### src/sv/lpt_pkg.sv
// Shared types and constants of the LPT job scheduler.
`default_nettype none
package lpt_pkg;
  localparam int MAX_JOBS     = 64;
  localparam int MAX_MACHINES = 16;
  localparam int DUR_W        = 16;
  localparam int JOB_W        = 6;
  localparam int MACH_W       = 4;
  localparam int CNT_W        = 7;
  localparam int MC_W         = 5;
  localparam int K_W          = 5;
  localparam int LOAD_W       = DUR_W + JOB_W;

  typedef struct packed {
    logic             valid;
    logic [DUR_W-1:0] dur;
    logic [JOB_W-1:0] idx;
  } cell_t;

  typedef enum logic [1:0] {
    OP_HOLD,
    OP_INS,
    OP_SHIFT,
    OP_CLEAR
  } chain_op_e;

  typedef enum logic [2:0] {
    ST_LOAD,
    ST_SCHED,
    ST_EMIT_RD,
    ST_EMIT_WT
  } state_e;
endpackage
`default_nettype wire

### src/sv/lpt_cell.sv
// One cell of the sorted job chain: holds one job and inserts or shifts.
`default_nettype none
module lpt_cell (
  input  wire logic              clk_i,
  input  wire logic              rst_ni,
  input  wire lpt_pkg::chain_op_e op_i,
  input  wire lpt_pkg::cell_t    new_i,
  input  wire lpt_pkg::cell_t    left_i,
  input  wire logic              left_first_i,
  input  wire lpt_pkg::cell_t    right_i,
  output lpt_pkg::cell_t         cur_o,
  output logic                   first_o
);
  lpt_pkg::cell_t cur_q, cur_d;

  // A new job is always younger than any stored one, so a tie puts it first.
  assign first_o = !cur_q.valid || (new_i.dur >= cur_q.dur);
  assign cur_o   = cur_q;

  always_comb begin
    cur_d = cur_q;
    case (op_i)
      lpt_pkg::OP_INS: begin
        if (first_o) begin
          cur_d = left_first_i ? left_i : new_i;
        end
      end
      lpt_pkg::OP_SHIFT: cur_d = right_i;
      lpt_pkg::OP_CLEAR: cur_d.valid = 1'b0;
      default: cur_d = cur_q;
    endcase
  end

  always_ff @(posedge clk_i or negedge rst_ni) begin
    if (!rst_ni) begin
      cur_q <= '0;
    end else begin
      cur_q <= cur_d;
    end
  end
endmodule
`default_nettype wire

### config.mk
export PLATFORM = sky130hd
export DESIGN_NAME = lpt_cell
export DESIGN_NICKNAME = d
export VERILOG_FILES = /design/src/sv/lpt_pkg.sv /design/src/sv/lpt_cell.sv
export SDC_FILE = /design/constraint.sdc
export NUM_CORES = 1
export LEC_CHECK = 0
export ABC_AREA = 1
export BUFFER_PORTS_ARGS = -buffer_cell sky130_fd_sc_hd__clkbuf_2
export CAP_MARGIN = 20
export CORE_ASPECT_RATIO = 1.5
export CORE_MARGIN = 2
export CORE_UTILIZATION = 45
export DETAILED_ROUTE_END_ITERATION = 12
export HOLD_SLACK_MARGIN = 0.05
export PLACE_DENSITY = 0.82
export SKIP_CTS_REPAIR_TIMING = 1
export SLEW_MARGIN = 0
export SYNTH_ARGS = -nofsm -noshare
export SYNTH_HDL_FRONTEND = slang
export SYNTH_SLANG_ARGS = --single-unit
### constraint.sdc
create_clock -name clk_i -period 2.8 [get_ports clk_i]
set_clock_uncertainty 0.05 [all_clocks]
set_input_delay 0.84 -clock clk_i [delete_from_list [all_inputs] [get_ports clk_i]]
set_output_delay 0.84 -clock clk_i [all_outputs]
set_load 0.005 [all_outputs]
=== After elaboration in Yosys (flattened, before gate mapping) ===
Index checks and enable logic that the tools add are counted.

* Bits of input ports: 74
* Register bits: 23

* Order comparisons: 1
* Reduce and logical (&&, ||, !) cells: 6
* Muxes and demuxes: 4
* Equality and inequality tests: 4

{| class="wikitable"
|+ Operator list
! operator !! count
|-
| $mux W23 || 2
|-
| $pmux W22 S2 || 1
|-
| $ge A16 B16 Y1 || 1
|-
| $eq A2 B2 Y1 const B || 2
|-
| $reduce_and A2 Y1 || 2
|-
| $pmux W1 S3 || 1
|-
| $reduce_bool A3 Y1 || 1
|-
| $eq A2 B1 Y1 const B || 1
|-
| $ne A2 B2 Y1 const B || 1
|-
| $reduce_bool A2 Y1 || 1
|-
| $logic_not A1 Y1 || 1
|-
| $logic_or A1 B1 Y1 || 1
|}

=== Longest topological paths before layout ===
* Word-level depth: 4
* Gate-level depth with buffers: 16

=== Worst setup path after synthesis ===
No wires, ideal clock.

* Kind: input-to-output
* Start: input new_i[17] in the netlist's numbering
* End: output first_o
* Data arrival time: 1.617 ns
* Buffers on the path: 0
* Stages: 5
* Setup slack: 0.293 ns
* Data required time: 1.910 ns
* Path through: ha_1 -> a21oi_1 -> o21ai_0 -> a21oi_1 -> nand2_2

* Longest elaborated chain between the ends: 2

{| class="wikitable"
|+ Ends and longest elaborated chain
! what !! RTL line !! source
|-
| start: declaration || lpt_cell.sv:7 || <nowiki>input wire lpt_pkg::cell_t new_i,</nowiki>
|-
| $ge A16 B16 Y1 || lpt_cell.sv:17 || <nowiki>assign first_o = !cur_q.valid || (new_i.dur >= cur_q.dur);</nowiki>
|-
| $logic_or A1 B1 Y1 || lpt_cell.sv:17 ||
|-
| end: declaration || lpt_cell.sv:12 || <nowiki>output logic first_o</nowiki>
|}

Every way passes these cells.

=== Worst setup path in the final report ===
* Start: input new_i[19] in the netlist's numbering
* End: output first_o

Same word-level chain as after synthesis.

==> results.py <==
metrics = {
    "outcome": {
        "outcome": "completed",
    },
    "min_path": {
        "holdCritPathClass": "flop to flop",
        "min_delay_path_depth": 2,
        "min_from": "cur_o[22]",
        "holdPathEnd": "cur_o[22]",
    },
    "power": {
        "power_density_nw_per_um2": 461,
        "leakage_nw": 1.41,
        "vdd_drop_max_mv": 0.313,
    },
    "synthesis": {
        "netlist_instances": 283,
        "synthesis.nets": 373,
        "synthDistinctLibCells": 21,
        "syn_area_um2": 1840,
        "postSynthAreaPerCell_um2": 6.51,
        "yosys.area.top_type": "dfrtp_1",
        "yosysWarnings": 0,
        "ys_seq_area_share_pct": 31.3,
        "yosysTopAreaCellShare_pct": 31.3,
        "ys_ff_latch": 23,
        "synthTopCellsByArea": "dfrtp_1 (31%), nand2_1 (19%), ha_1 (11%)",
    },
    "setup_path": {
        "start_kind": "input port",
        "end_kind": "primary output",
        "max_stage_delay_ps": 300,
        "worstSetupPathType": "input port to primary output",
        "crit_chain": "clkbuf_2 -> ha_1 -> nand2_1 -> nand2_1 -> nand3_1 -> nand3_1 -> a21oi_2 -> nand2_2 -> clkbuf_2",
        "reg2regPathDepth": 15,
        "timing.rr.end": "cur_o[12]",
        "cp.arrival_ps": 1860,
        "required_ps": 1910,
        "r2r_start": "cur_o[9]",
        "r2r_setup_slack_ps": 700,
        "slowest_stage": "ha_1",
        "path_max_fanout": 2,
    },
    "layout": {
        "stdcell_area_um2": 2520,
        "largest_reg_flops": 23,
        "final_cell_mix": "clkbuf_2 (93), nand2_1 (87), o21ai_0 (34)",
        "final_common_cell": "clkbuf_2",
        "nNetsFinal": 466,
        "areaGrowthSynthToFinish_pct": 37.0,
        "drive_gt1_share_pct": 33.6,
        "final_util_pct": 64.3,
        "diodes": 0,
    },
    "sta": {
        "finalSetupViolCount": 0,
        "slew_viol_final": 0,
        "finalCriticalPeriod_ps": 2750,
        "rsz0062_at_grt": "true",
        "tightest_slew_ps": 691,
        "max_slew_margin_pct": 53.8,
        "fmax_mhz": 363,
        "hold_viol": 0,
        "fin_crit_sh_pct": 98.3,
    },
    "route": {
        "vias_per_cell": 5.20,
        "routed_wl_mm": 5.53,
        "drt-pass1-iter-count": 4,
        "drt_iter0_drc": 73,
        "drt-wirelength-per-cell_um": 13.2,
        "vias": 2183,
        "drc": 0,
        "antenna_left": 0,
    },
    "floorplanning": {
        "start_util_pct": 46.9,
        "coreArea_um2": 3920,
        "die-area_um2": 4630,
        "die_x_um": 56.2,
        "fp-row-count": 28,
        "die_y_um": 82.4,
        "ios": 98,
    },
    "cts": {
        "htree_levels": 1,
        "root_buffer": "clkbuf_8",
        "tritoncts": "done",
        "cts_buffer_depth": 2,
        "insertion_delay_ps": 270,
        "clk_pin_slew_worst_paths_ps": 100,
        "cts_buffers": 3,
        "cts.sinks": 23,
    },
    "global_routing": {
        "antenna_found_initial": 0,
        "grt_pass1_vias": 2125,
        "grt_max_degree": 45,
        "gr-total-overflow": 0,
        "grt_pass1_wl_mm": 8.71,
        "grtUsageTotal_pct": 23.4,
    },
    "place": {
        "placed_area_um2": 2340,
        "portBuffers": 97,
        "hpwl_mm": 3.99,
        "place_congestion": 0.804,
    },
    "flow_run": {
        "cap_violations": 0,
    },
}
final cells by class:
cell class	count	area, um2
clock buffer	3	41.3
fill	363	1400
sequential	23	576
tap	45	56.3
clock inverter	1	7.51
multi-input combinational	220	1190
inverter	26	97.6
timing repair buffer	102	552
report_power, final:
group	internal, mW	leakage [nW]	total, mW	switching (mW)
Combinational	0.229	1.10	0.496	0.267
Sequential	0.394	0.282	0.446	0.0519
Clock	0.101	0.0217	0.220	0.119
Total	0.724	1.41	1.16	0.438
worst max path at each step:
stage                    from       to  slack, ps  depth (start not counted)
global placement    new_i[17]  first_o        -20                          7
finish              new_i[19]  first_o         50                          9
floorplan           new_i[17]  first_o        290                          5
global route         new_i[6]  first_o        0.6                         12
CTS                 new_i[17]  first_o        -50                          7
detailed placement  new_i[17]  first_o        -50                          7
per-layer routing:
layer | routed length, um | up-vias | track usage (%)
met5 | 0 | - | 0
met3 | 331 | 9 | 4.36
met4 | 68 | 0 | 7.86
met2 | 2970 | 102 | 47.9
li1 | - | 1093 | -
met1 | 2170 | 979 | 23.4
worst max-delay path, delay by kind of cell:
family                     cells  cell delay, ps
and+or+nand+nor                5             350
adders and majority gates      1             300
buffers and inverters          2             200
AOI/OAI and AO/OA              1             160
cells by family (layout without fill, tap and decap cells):
family	after synthesis	in the layout	synth area share, %
adders and majority gates	16	16	10.9
AOI/OAI and AO/OA	53	53	14.5
buffers and inverters	40	132	9.51
DFF	23	23	31.2
and+or+nand+nor	151	151	33.8
cells in the mapped netlist:
library cell / number
nand2_1: 91
buf_1: 2
buf_4: 2
nand4_1: 1
o21ai_0: 35
inv_1: 24
dfrtp_1: 23
o21a_1: 1
buf_2: 2
inv_2: 2
nand2_2: 1
o21ai_1: 12
buf_6: 2
nand2_4: 2
a21oi_1: 5
nor2_1: 28
nor2_2: 1
clkbuf_1: 6
nor3_1: 1
ha_1: 16
nand3_1: 26
per-stage QoR:
step / total power, mW / hold WS, ps / TNS [ps] / worst slack (ps) / instances
after floorplan: 0.699 / 434 / 0 / 293 / 283
after global placement: 0.869 / 441 / -16.3 / -16.3 / 415
after detailed placement: 0.884 / 449 / -51.8 / -51.8 / 415
after CTS: 1.11 / 472 / -52.4 / -52.4 / 419
after global routing: 1.26 / 494 / 0 / 0.555 / 420
final: 1.16 / 472 / 0 / 48.6 / 420
(Power assumes the default switching activity.)
