[src/sv/lpt_ram.sv]
// Generic single-write, single-read RAM with registered read data.
`default_nettype none
module lpt_ram #(
  parameter int WIDTH = 4,
  parameter int DEPTH = 64
) (
  input  wire logic                     clk_i,
  input  wire logic                     we_i,
  input  wire logic [$clog2(DEPTH)-1:0] waddr_i,
  input  wire logic [WIDTH-1:0]         wdata_i,
  input  wire logic [$clog2(DEPTH)-1:0] raddr_i,
  output logic      [WIDTH-1:0]         rdata_o
);
  logic [WIDTH-1:0] mem_q [DEPTH];

  always_ff @(posedge clk_i) begin
    if (we_i) begin
      mem_q[waddr_i] <= wdata_i;
    end
    rdata_o <= mem_q[raddr_i];
  end
endmodule
`default_nettype wire

[config.mk]
export PLATFORM = sky130hd
export DESIGN_NAME = lpt_ram
export DESIGN_NICKNAME = d
export VERILOG_FILES = /design/src/sv/lpt_ram.sv
export SDC_FILE = /design/constraint.sdc
export NUM_CORES = 1
export LEC_CHECK = 0
export BUFFER_PORTS_ARGS = -buffer_cell sky130_fd_sc_hd__buf_2
export CORE_UTILIZATION = 65
export DETAILED_ROUTE_END_ITERATION = 8
export PLACE_DENSITY = 0.78
export SLEW_MARGIN = 10
export SYNTH_ARGS = -nofsm -noshare
export SYNTH_HDL_FRONTEND = slang
export SYNTH_SLANG_ARGS = --single-unit
[constraint.sdc]
create_clock -name clk_i -period 4.4 [get_ports clk_i]
set_input_delay 0.88 -clock clk_i [delete_from_list [all_inputs] [get_ports clk_i]]
set_output_delay 0.88 -clock clk_i [all_outputs]
set_load 0.05 [all_outputs]
# Yosys cells after proc, flatten, opt, wreduce, memory -nomap -nowiden
# Memory sizes are Yosys's and may differ from the RTL's. A register that Yosys moved wholly into a read port is not among the register bits.
# Cells that the tools add are included.
# word_totals
regBits,0
ramBits,256
in_bits,18
output_inout_bits,4
word_cells,3
memories,1
# classes
muxes,2
# mem_list
name,words,width,rd,rd_clocked_by_memory_dff,wr,line_no,text
mem_q,64,4,1,1,1,14,logic [WIDTH-1:0] mem_q [DEPTH];
# ops
cell,n
1-bit two-way mux,2

# Logic depth before layout (Yosys ltp)
# Gate-level depths: netlist of run 1.
# depth
word_depth,2
ltp_mapped,7
ltp_nobuf,4

# Least setup slack after synthesis of run 1
# No wires, ideal clock.
# synth_timing
path_type,in2reg
start,input raddr_i[0]
end,register rdata_o[0] (read register of mem_q)
setup_time_ns,0.117
t_arrival_ns,2.269
required_time_ns,4.283
path_slack_ns,2.015
cell_stages,7
path_buffers,3
path_cell_list,buf_6 buf_12 buf_12 mux4_1 a22oi_1 nand3_1 a22o_1
# synth_rtl
element,line_no,text
from (decl),11,"input wire logic [$clog2(DEPTH)-1:0] raddr_i,"
to (decl),12,output logic [WIDTH-1:0] rdata_o

==> impl_metrics.py, run 1 <==
metrics = {
    "sta": {
        "holdWs_ps": 776,
        "fin_setup_tns_ps": 0,
        "finalSetupViolations": 0,
        "period_minus_slack_ps": 2550,
        "clock.fmax_mhz": 391,
        "period_share": 0.581,
        "finalMaxSlewViolations": 0,
        "worst_pin_slew_ps": 1170,
        "finClkSkew_ps": 9.71,
        "rsz0062_at_grt": "no",
        "timing.slew.headroom": 0.222,
        "hold_viol": 0,
    },
    "layout": {
        "fillers": 907,
        "n_antenna_cell": 0,
        "fin_util": 0.739,
        "final_nets": 565,
        "final_layout_size_suffix_gt1_frac": 0.198,
        "syn2layout_area_growth_pct": 9.49,
        "final_cell_count_no_fill": 777,
    },
    "drt": {
        "top_layer_used": "met4",
        "dr.pass1.iters": 5,
        "wl_um": 20800,
        "drtIter0Drc": 711,
        "ant_nets": 0,
        "vias": 5212,
        "wl_met2_um": 9740,
        "route.detailed.drc": 0,
        "wl_per_cell_um": 26.8,
        "wl_met1_um": 8420,
        "wl_met3_um": 1980,
        "drt-vias-per-instance": 6.71,
    },
    "synth": {
        "ys_top_cells_by_area": "edfxtp_1, mux4_2, mux4_1, nor2_1, dfxtp_1",
        "yosysTopAreaCell": "edfxtp_1",
        "synth_cells": 521,
        "yosysWarningCount": 0,
        "yosysMostFrequentCell": "edfxtp_1",
        "ys_seq_area_frac": 0.746,
        "synthesis.area_um2": 10400,
        "synth-edff-count": 256,
        "syn_area_per_cell_um2": 20.0,
        "synth_top_cell_area_share": 0.739,
        "synth_nets": 539,
        "synth_top_flop_cell": "edfxtp_1",
        "ys_ff_latch": 260,
        "ys_types": 44,
        "netlist_top_cells_count": "edfxtp_1, nor2_1, mux4_2",
        "ys_async_sr_fraction": 0,
    },
    "place": {
        "place_congestion": 0.857,
        "dpl.hpwl_um": 12700,
        "dp.cells": 731,
        "port_buffers": 21,
    },
    "clock_network": {
        "numCtsBuffers": 25,
        "cts_buffer_depth": 3,
        "post_cts_buffers": 0,
        "root_buffer": "clkbuf_16",
        "clk_latency_ps": 520,
        "cts.sinks": 260,
        "clk_pin_slew_ps": 60,
        "ctsHoldBuffers": 0,
        "htree_levels": 1,
        "cts_tree": "done",
        "cts_resized": 0,
    },
    "floorplan": {
        "die_area_um2": 16500,
        "die_h_um": 129,
        "io_pins": 22,
        "dieWidth_um": 129,
        "start_util": 0.675,
        "coreArea_um2": 15400,
        "num_rows": 45,
    },
    "grt": {
        "gr-total-overflow": 0,
        "grt_start_max_net_pins": 65,
        "antenna_found_initial": 0,
        "grt_pass1_wl_um": 31600,
        "first_global_vias": 5243,
        "grtUsageTotal": 0.271,
    },
    "critical_path": {
        "start_kind": "input pin",
        "worstSetupPathType": "input pin to flip-flop",
        "cp.arrival_ps": 2960,
        "crit_path_max_fanout": 26,
        "crit_path_start": "raddr_i[0]",
        "r2r_start": "mem_q[21][2]$_DFFE_PP_",
        "cp.required_ps": 4800,
        "worst_setup_path_end_kind": "flip-flop",
    },
    "power": {
        "p_comb_frac": 0.053,
        "leakage_nw": 3.58,
        "pwr-share-seq": 0.549,
        "p_sw_mw": 1.07,
        "vdd_ir_drop_max_mv": 0.390,
        "p_clk_frac": 0.398,
        "p_int_mw": 3.94,
        "power_density_nw_per_um2": 440,
        "swShare": 0.213,
    },
    "min_path": {
        "hp-class": "input pin to flip-flop",
        "hp-start": "raddr_i[5]",
    },
    "run": {
        "drv_cap": 0,
    },
    "status": {
        "status": "complete, no violations",
    },
}
-- layout make-up --
class	instances	area, µm²	share of cell area
multi-input cells	232	2430	0.213
inverters	3	11.3	0.000988
well taps	211	264	0.0232
clock buffers	28	637	0.0559
clock inverters	18	124	0.0109
repair buffers	25	163	0.0143
flip-flops and latches	260	7770	0.682
-- flip-flops by register name, summed over array words and instances, names as in the netlist --
register and count:
rdata_o 4, mem_q 256
-- per-layer routing --
layer	vias up	GRT usage
li1	2209	-
met2	320	0.411
met5	-	0
met3	48	0.0466
met4	0	0.0927
met1	2635	0.411
-- per-stage QoR --
| step | total power [mW] | area, µm² | setup slack [ps] |
|---|---|---|---|
| 6_report | 5.01 | 11400 | 1850 |
| 5_1_grt | 5.13 | 11400 | 1710 |
| 4_1_cts | 5.02 | 11400 | 1850 |
| 3_5_place_dp | 3.07 | 10600 | 1310 |
| 3_3_place_gp | 3.06 | 10600 | 1340 |
| 2_1_floorplan | 2.97 | 10400 | 2010 |
-- layout by cell type, fill, tap and decap left out, types with 5 or more instances in the layout --
cell type and count:
nand2b_1 7, nand3_1 11, mux4_1 19, nand2_1 10
nor2_1 74, nor2b_1 6, mux2i_1 5, a22oi_1 8
buf_2 20, mux4_2 46, edfxtp_1 256, clkinv_1 6
clkinv_2 7, clkbuf_16 25, o221ai_1 6
-- logic make-up (layout without fill, tap and decap cells) --
family	Yosys count	after routing	share of synthesized area
buffers and inverters	29	74	0.0203
multiplexers	70	70	0.152
flip-flops	260	260	0.746
AO/OA/AOI/OAI	37	37	0.0265
AND/OR/NAND/NOR	125	125	0.0546
-- final timing paths --
path	end	slack [ps]	cells past startpoint
setup / recovery	rdata_o[2]$_DFF_P_	1850	7
hold / removal	rdata_o[3]$_DFF_P_	780	3
setup reg to reg	rdata_o[2]$_DFF_P_	2550	4
hold reg to reg	rdata_o[1]$_DFF_P_	860	4
-- power by group through the flow --
| stage | registers, mW | clock network [mW] | logic [mW] |
|---|---|---|---|
| floorplan | 2.82 | 0 | 0.154 |
| global placement | 2.80 | 0 | 0.259 |
| detailed placement | 2.80 | 0 | 0.265 |
| CTS | 2.75 | 2.01 | 0.267 |
| global route | 2.75 | 2.09 | 0.283 |
| finish | 2.75 | 1.99 | 0.267 |
-- critical path, cell delays in order --
cell and delay [ps]:
buf_4 410, buf_12 280, buf_4 240, mux4_2 510, a22oi_1 190, a31oi_1 130
a221o_1 280
No activity file was read; power rests on OpenSTA's default activity.
==> run 2, diff against run 1 <==
CORE_UTILIZATION = 62   (was 65)
PLACE_DENSITY = 0.75   (was 0.78)
clock period = 2.5 ns   (was 4.4 ns; I/O delays follow)
==> run 2 against run 1 <==
  * Core utilization decreased by 3.7 points
  * Worst hold slack worse by 310 ps
  * Cell count grew 3.3%
  * Sequential share of layout area shrank 0.96 points
  * Routed wire length increased by 1.7%
  * First-iteration DRC count is 18% lower
  * Non-clock buffer count grew 20
  * Critical path depth down 3
  * Clock power up 71%
  * Critical path type is now flip-flop to flip-flop
==> impl_metrics.py, run 2 (synthesis gave the netlist of run 1 again) <==
metrics = {
    "status": {
        "status": "complete, no violations",
    },
    "clock_network": {
        "cts_tree": "done",
        "root_buffer": "clkbuf_16",
        "htree_levels": 1,
        "post_cts_buffers": 0,
        "numCtsBuffers": 25,
        "cts_buffer_depth": 3,
        "clk_pin_slew_ps": 60,
        "ctsHoldBuffers": 0,
        "cts_resized": 0,
        "cts.sinks": 260,
        "clk_latency_ps": 510,
    },
    "critical_path": {
        "worst_setup_path_end_kind": "flip-flop",
        "path_buf_inv": 0,
        "cpLargestDelayFamily": "compound AO/OA/AOI/OAI gates",
        "worstSetupPathType": "flip-flop to flip-flop",
        "start_kind": "flip-flop",
        "path_cells": "mux4_1 -> o32ai_1 -> a211oi_1 -> a221o_1",
        "crit_path_max_fanout": 1,
        "cp.arrival_ps": 2200,
        "slowest_stage": "mux4_1",
        "cp.required_ps": 2900,
        "crit_path_max_incr_delay_ps": 600,
    },
    "drt": {
        "route.detailed.drc": 0,
        "drt-vias-per-instance": 6.57,
        "wl_per_cell_um": 26.4,
        "vias": 5273,
        "ant_nets": 0,
        "drtIter0Drc": 580,
        "dr.pass1.iters": 5,
        "wl_um": 21200,
    },
    "place": {
        "place_congestion": 0.799,
        "postPlaceCellArea_um2": 10800,
        "post-place-ws_ps": 214,
        "port_buffers": 21,
        "dp.cells": 760,
        "dpl.hpwl_um": 13900,
    },
    "sta": {
        "hold_viol": 0,
        "finalSetupViolations": 0,
        "fin_setup_tns_ps": 0,
        "rsz0062_at_grt": "no",
        "worst_pin_slew_ps": 728,
        "period_share": 0.720,
        "holdWs_ps": 466,
        "finalMaxSlewViolations": 0,
        "timing.slew.headroom": 0.511,
        "finClkSkew_ps": 12.0,
        "worst_slack_ps": 701,
        "period_minus_slack_ps": 1800,
        "clock.fmax_mhz": 556,
    },
    "floorplan": {
        "die_h_um": 132,
        "coreArea_um2": 16500,
        "die_area_um2": 17300,
        "io_pins": 22,
        "start_util": 0.632,
        "num_rows": 47,
        "dieWidth_um": 132,
    },
    "grt": {
        "grt_pass1_wl_um": 32400,
        "first_global_vias": 5345,
        "grtUsageTotal": 0.257,
        "gr-total-overflow": 0,
        "antenna_found_initial": 0,
        "grt_start_max_net_pins": 65,
    },
    "layout": {
        "syn2layout_area_growth_pct": 11.0,
        "final_common_cell": "edfxtp_1",
        "largest_reg_flops": 256,
        "final_cell_mix": "edfxtp_1, nor2_1, mux4_2",
        "seq_area_um2": 7770,
        "final_nets": 585,
        "regMostFlops": "mem_q",
        "fin_util": 0.702,
        "multiInputGateArea_um2": 2430,
        "fillers": 1012,
        "final_layout_size_suffix_gt1_frac": 0.215,
        "reg_top3": "mem_q x256, rdata_o x4",
        "final_cell_count_no_fill": 803,
        "fin_area_um2": 11600,
    },
    "power": {
        "power_mw": 8.74,
        "power_density_nw_per_um2": 757,
        "vdd_ir_drop_max_mv": 0.675,
        "leakage_nw": 3.68,
    },
    "run": {
        "drv_cap": 0,
    },
    "min_path": {
        "hp-class": "input pin to flip-flop",
    },
}
==> run 2: final cells by class <==
cell class                 count  area share
clock inverter                13     0.00704
multi-input combinational    232       0.210
clock buffer                  29      0.0554
timing repair buffer          45      0.0303
tap                          220      0.0238
antenna                        1    0.000217
inverter                       3    0.000974
sequential                   260       0.672
==> run 2: path summary, 6_finish.rpt <==
| check | cells past startpoint | to | slack, ps | startpoint |
|---|---|---|---|---|
| max | 4 | rdata_o[2]$_DFF_P_ | 700 | mem_q[21][2]$_DFFE_PP_ |
| min | 1 | mem_q[29][1]$_DFFE_PP_ | 470 | wdata_i[1] |
| max reg2reg | 4 | rdata_o[2]$_DFF_P_ | 700 | mem_q[21][2]$_DFFE_PP_ |
| min reg2reg | 4 | rdata_o[2]$_DFF_P_ | 860 | mem_q[39][2]$_DFFE_PP_ |
==> run 2: where the power goes <==
group          internal, mW  leakage, nW  total, mW  switching, mW
Combinational         0.190        0.985      0.501          0.311
Clock                  1.92        0.357       3.41           1.49
Sequential             4.82         2.34       4.84         0.0126
Total                  6.93         3.68       8.74           1.81
==> run 2: layer usage <==
layer / wire (µm) / track usage / vias to the layer above
met4: 462 / 0.0730 / 0
li1: - / - / 2253
met3: 2000 / 0.0498 / 37
met1: 8300 / 0.372 / 2701
met5: 0 / 0 / -
met2: 10400 / 0.406 / 282
==> run 3, diff against run 2 <==
ABC_AREA = 1   (was not set)
clock period = 1.76 ns   (was 2.5 ns; I/O delays follow)
==> run 3 against run 2 <==
  * Sequential share of layout area decreased by 3.9 points
  * Register-to-register slack got worse by 190 ps
  * Critical path depth decreased by 3
  * Routed wire length increased by 15%
  * Largest power group unchanged
  * Combinational power increased by 78%
  * Worst hold slack got worse by 320 ps
  * Power increased by 53%
  * Die area increased by 4.5%
  * Clock skew decreased by 4.2 ps
==> impl_metrics.py, run 3 <==
metrics = {
    "clock_network": {
        "cts_resized": 0,
        "cts_buffer_depth": 3,
        "cts.sinks": 260,
        "root_buffer": "clkbuf_16",
        "clk_latency_ps": 520,
        "cts_tree": "done",
        "post_cts_buffers": 0,
        "clk_pin_slew_ps": 60,
        "htree_levels": 1,
        "numCtsBuffers": 26,
        "ctsHoldBuffers": 0,
    },
    "synth": {
        "synthesis.area_um2": 10900,
        "ys_ff_latch": 260,
        "netlist_top_cells_count": "nand2_1, edfxtp_1, nand3_1",
        "ys_seq_area_frac": 0.714,
        "synth-edff-count": 256,
        "synth_top_cell_area_share": 0.706,
        "ys_top_cells_by_area": "edfxtp_1, nand2_1, nand3_1, buf_6, nor2_1",
        "synth_cells": 948,
        "synth_nets": 966,
        "yosysMostFrequentCell": "nand2_1",
        "yosysTopAreaCell": "edfxtp_1",
        "yosysWarningCount": 0,
        "ys_async_sr_fraction": 0,
        "syn_area_per_cell_um2": 11.5,
        "synth_top_flop_cell": "edfxtp_1",
        "ys_types": 14,
    },
    "drt": {
        "drt-vias-per-instance": 5.91,
        "wl_um": 24400,
        "vias": 7335,
        "wl_per_cell_um": 19.7,
        "drtIter0Drc": 760,
        "ant_nets": 0,
        "dr.pass1.iters": 5,
        "route.detailed.drc": 0,
    },
    "critical_path": {
        "r2r_end": "rdata_o[2]$_DFF_P_",
        "cpLargestDelayFamily": "flip-flops",
        "worstSetupPathType": "flip-flop to primary output",
        "cp.arrival_ps": 1200,
        "reg2reg_slack_ps": 510,
        "path_cells": "buf_2",
        "r2r_start": "mem_q[31][2]$_DFFE_PP_",
        "r2r_cells": 8,
        "slowest_stage": "dfxtp_1",
        "crit_path_max_fanout": 1,
        "crit_path_max_incr_delay_ps": 380,
        "start_kind": "flip-flop",
        "path_buf_inv": 1,
        "crit_cells": 1,
        "crit_path_start": "rdata_o[2]$_DFF_P_",
        "endpoint": "rdata_o[2]",
        "worst_setup_path_end_kind": "primary output",
        "cp.required_ps": 1410,
    },
    "power": {
        "power_density_nw_per_um2": 1090,
        "power_mw": 13.3,
        "pwr-share-seq": 0.515,
        "p_int_mw": 10.5,
        "swShare": 0.215,
        "p_clk_frac": 0.418,
        "p_sw_mw": 2.87,
        "leakage_nw": 4.52,
        "p_comb_frac": 0.067,
        "vdd_ir_drop_max_mv": 1.03,
    },
    "sta": {
        "worst_pin_slew_ps": 702,
        "hold_viol": 0,
        "period_minus_slack_ps": 1550,
        "rsz0062_at_grt": "no",
        "worst_slack_ps": 211,
        "fin_setup_tns_ps": 0,
        "period_share": 0.880,
        "finalMaxSlewViolations": 0,
        "finalSetupViolations": 0,
        "holdWs_ps": 150,
        "clock.fmax_mhz": 645,
        "finClkSkew_ps": 7.73,
        "timing.slew.headroom": 0.532,
    },
    "grt": {
        "first_global_vias": 7119,
        "grt_pass1_wl_um": 38000,
        "antenna_found_initial": 0,
        "grtUsageTotal": 0.282,
        "grt_start_max_net_pins": 65,
        "gr-total-overflow": 0,
    },
    "place": {
        "port_buffers": 21,
        "dpl.hpwl_um": 14900,
        "place_congestion": 0.842,
        "post-place-ws_ps": 48.9,
    },
    "layout": {
        "largest_reg_flops": 256,
        "fillers": 1186,
        "syn2layout_area_growth_pct": 12.8,
        "final_layout_size_suffix_gt1_frac": 0.115,
        "n_antenna_cell": 0,
        "final_nets": 1015,
        "reg_top3": "mem_q x256, rdata_o x4",
        "final_cell_mix": "nand2_1, edfxtp_1, nand3_1",
        "final_common_cell": "nand2_1",
        "regMostFlops": "mem_q",
    },
    "status": {
        "status": "complete, no violations",
    },
    "floorplan": {
        "die_area_um2": 18100,
        "num_rows": 48,
        "coreArea_um2": 17200,
        "die_h_um": 134,
        "dieWidth_um": 134,
        "start_util": 0.631,
        "io_pins": 22,
    },
    "min_path": {
        "hp-class": "input pin to flip-flop",
    },
    "run": {
        "drv_cap": 0,
    },
}
==> run 3: changes by cell type in the layout (fill, tap and decap cells not counted), moves of 8 or more <==
cell     before  now
nand2_1      10  324
nor2_1       74   56
a22oi_1       8    0
mux4_1       19    0
buf_4        20   46
mux4_2       46    0
nand3_1      11  223
inv_1         2   10
==> run 3: worst min path at each step <==
| stage | start | to | slack (ps) | depth (start not counted) |
|---|---|---|---|---|
| after global routing | raddr_i[5] | rdata_o[2]$_DFF_P_ | 140 | 3 |
| after detailed placement | raddr_i[5] | rdata_o[1]$_DFF_P_ | 670 | 3 |
| final | raddr_i[5] | rdata_o[3]$_DFF_P_ | 150 | 3 |
| after CTS | raddr_i[5] | rdata_o[3]$_DFF_P_ | 120 | 3 |
| after floorplan | wdata_i[0] | mem_q[0][0]$_DFFE_PP_ | 450 | 0 |
| after global placement | raddr_i[5] | rdata_o[1]$_DFF_P_ | 670 | 3 |
==> run 3: kinds of logic after synthesis <==
kind of cell | after synthesis | synth area share
DFF | 260 | 0.714
and+or+nand+nor | 620 | 0.243
buffers and inverters | 68 | 0.0428
==> run 3: per-stage QoR <==
stage | instances | area [µm²] | utilization
after floorplan | 948 | 10900 | -
after global placement | 1194 | 11400 | 0.662
after detailed placement | 1194 | 11400 | 0.662
after CTS | 1241 | 12300 | 0.712
after global routing | 1241 | 12300 | 0.712
final | 1241 | 12300 | 0.712
==> run 3: metal layers <==
layer / routed length [µm] / global-route usage / up-vias
met5: 0 / 0 / -
met4: 879 / 0.110 / 0
met3: 1960 / 0.0458 / 69
met2: 11600 / 0.462 / 357
met1: 9990 / 0.383 / 3488
li1: - / - / 3421
==> run 3: area by class of cell <==
cell class | instances | area, µm² | area share
clock buffer | 31 | 691 | 0.0563
sequential | 260 | 7770 | 0.633
multi-input combinational | 620 | 2650 | 0.216
timing repair buffer | 77 | 666 | 0.0542
clock inverter | 16 | 174 | 0.0142
tap | 225 | 282 | 0.0229
inverter | 12 | 46.3 | 0.00377
==> run 3: power groups by stage <==
stage	Clock [mW]	Sequential [mW]	Combinational (mW)
floorplan	0	7.04	0.505
global placement	0	7.00	0.864
detailed placement	0	7.00	0.879
CTS	5.63	6.87	0.886
global route	5.86	6.87	0.970
finish	5.58	6.87	0.891
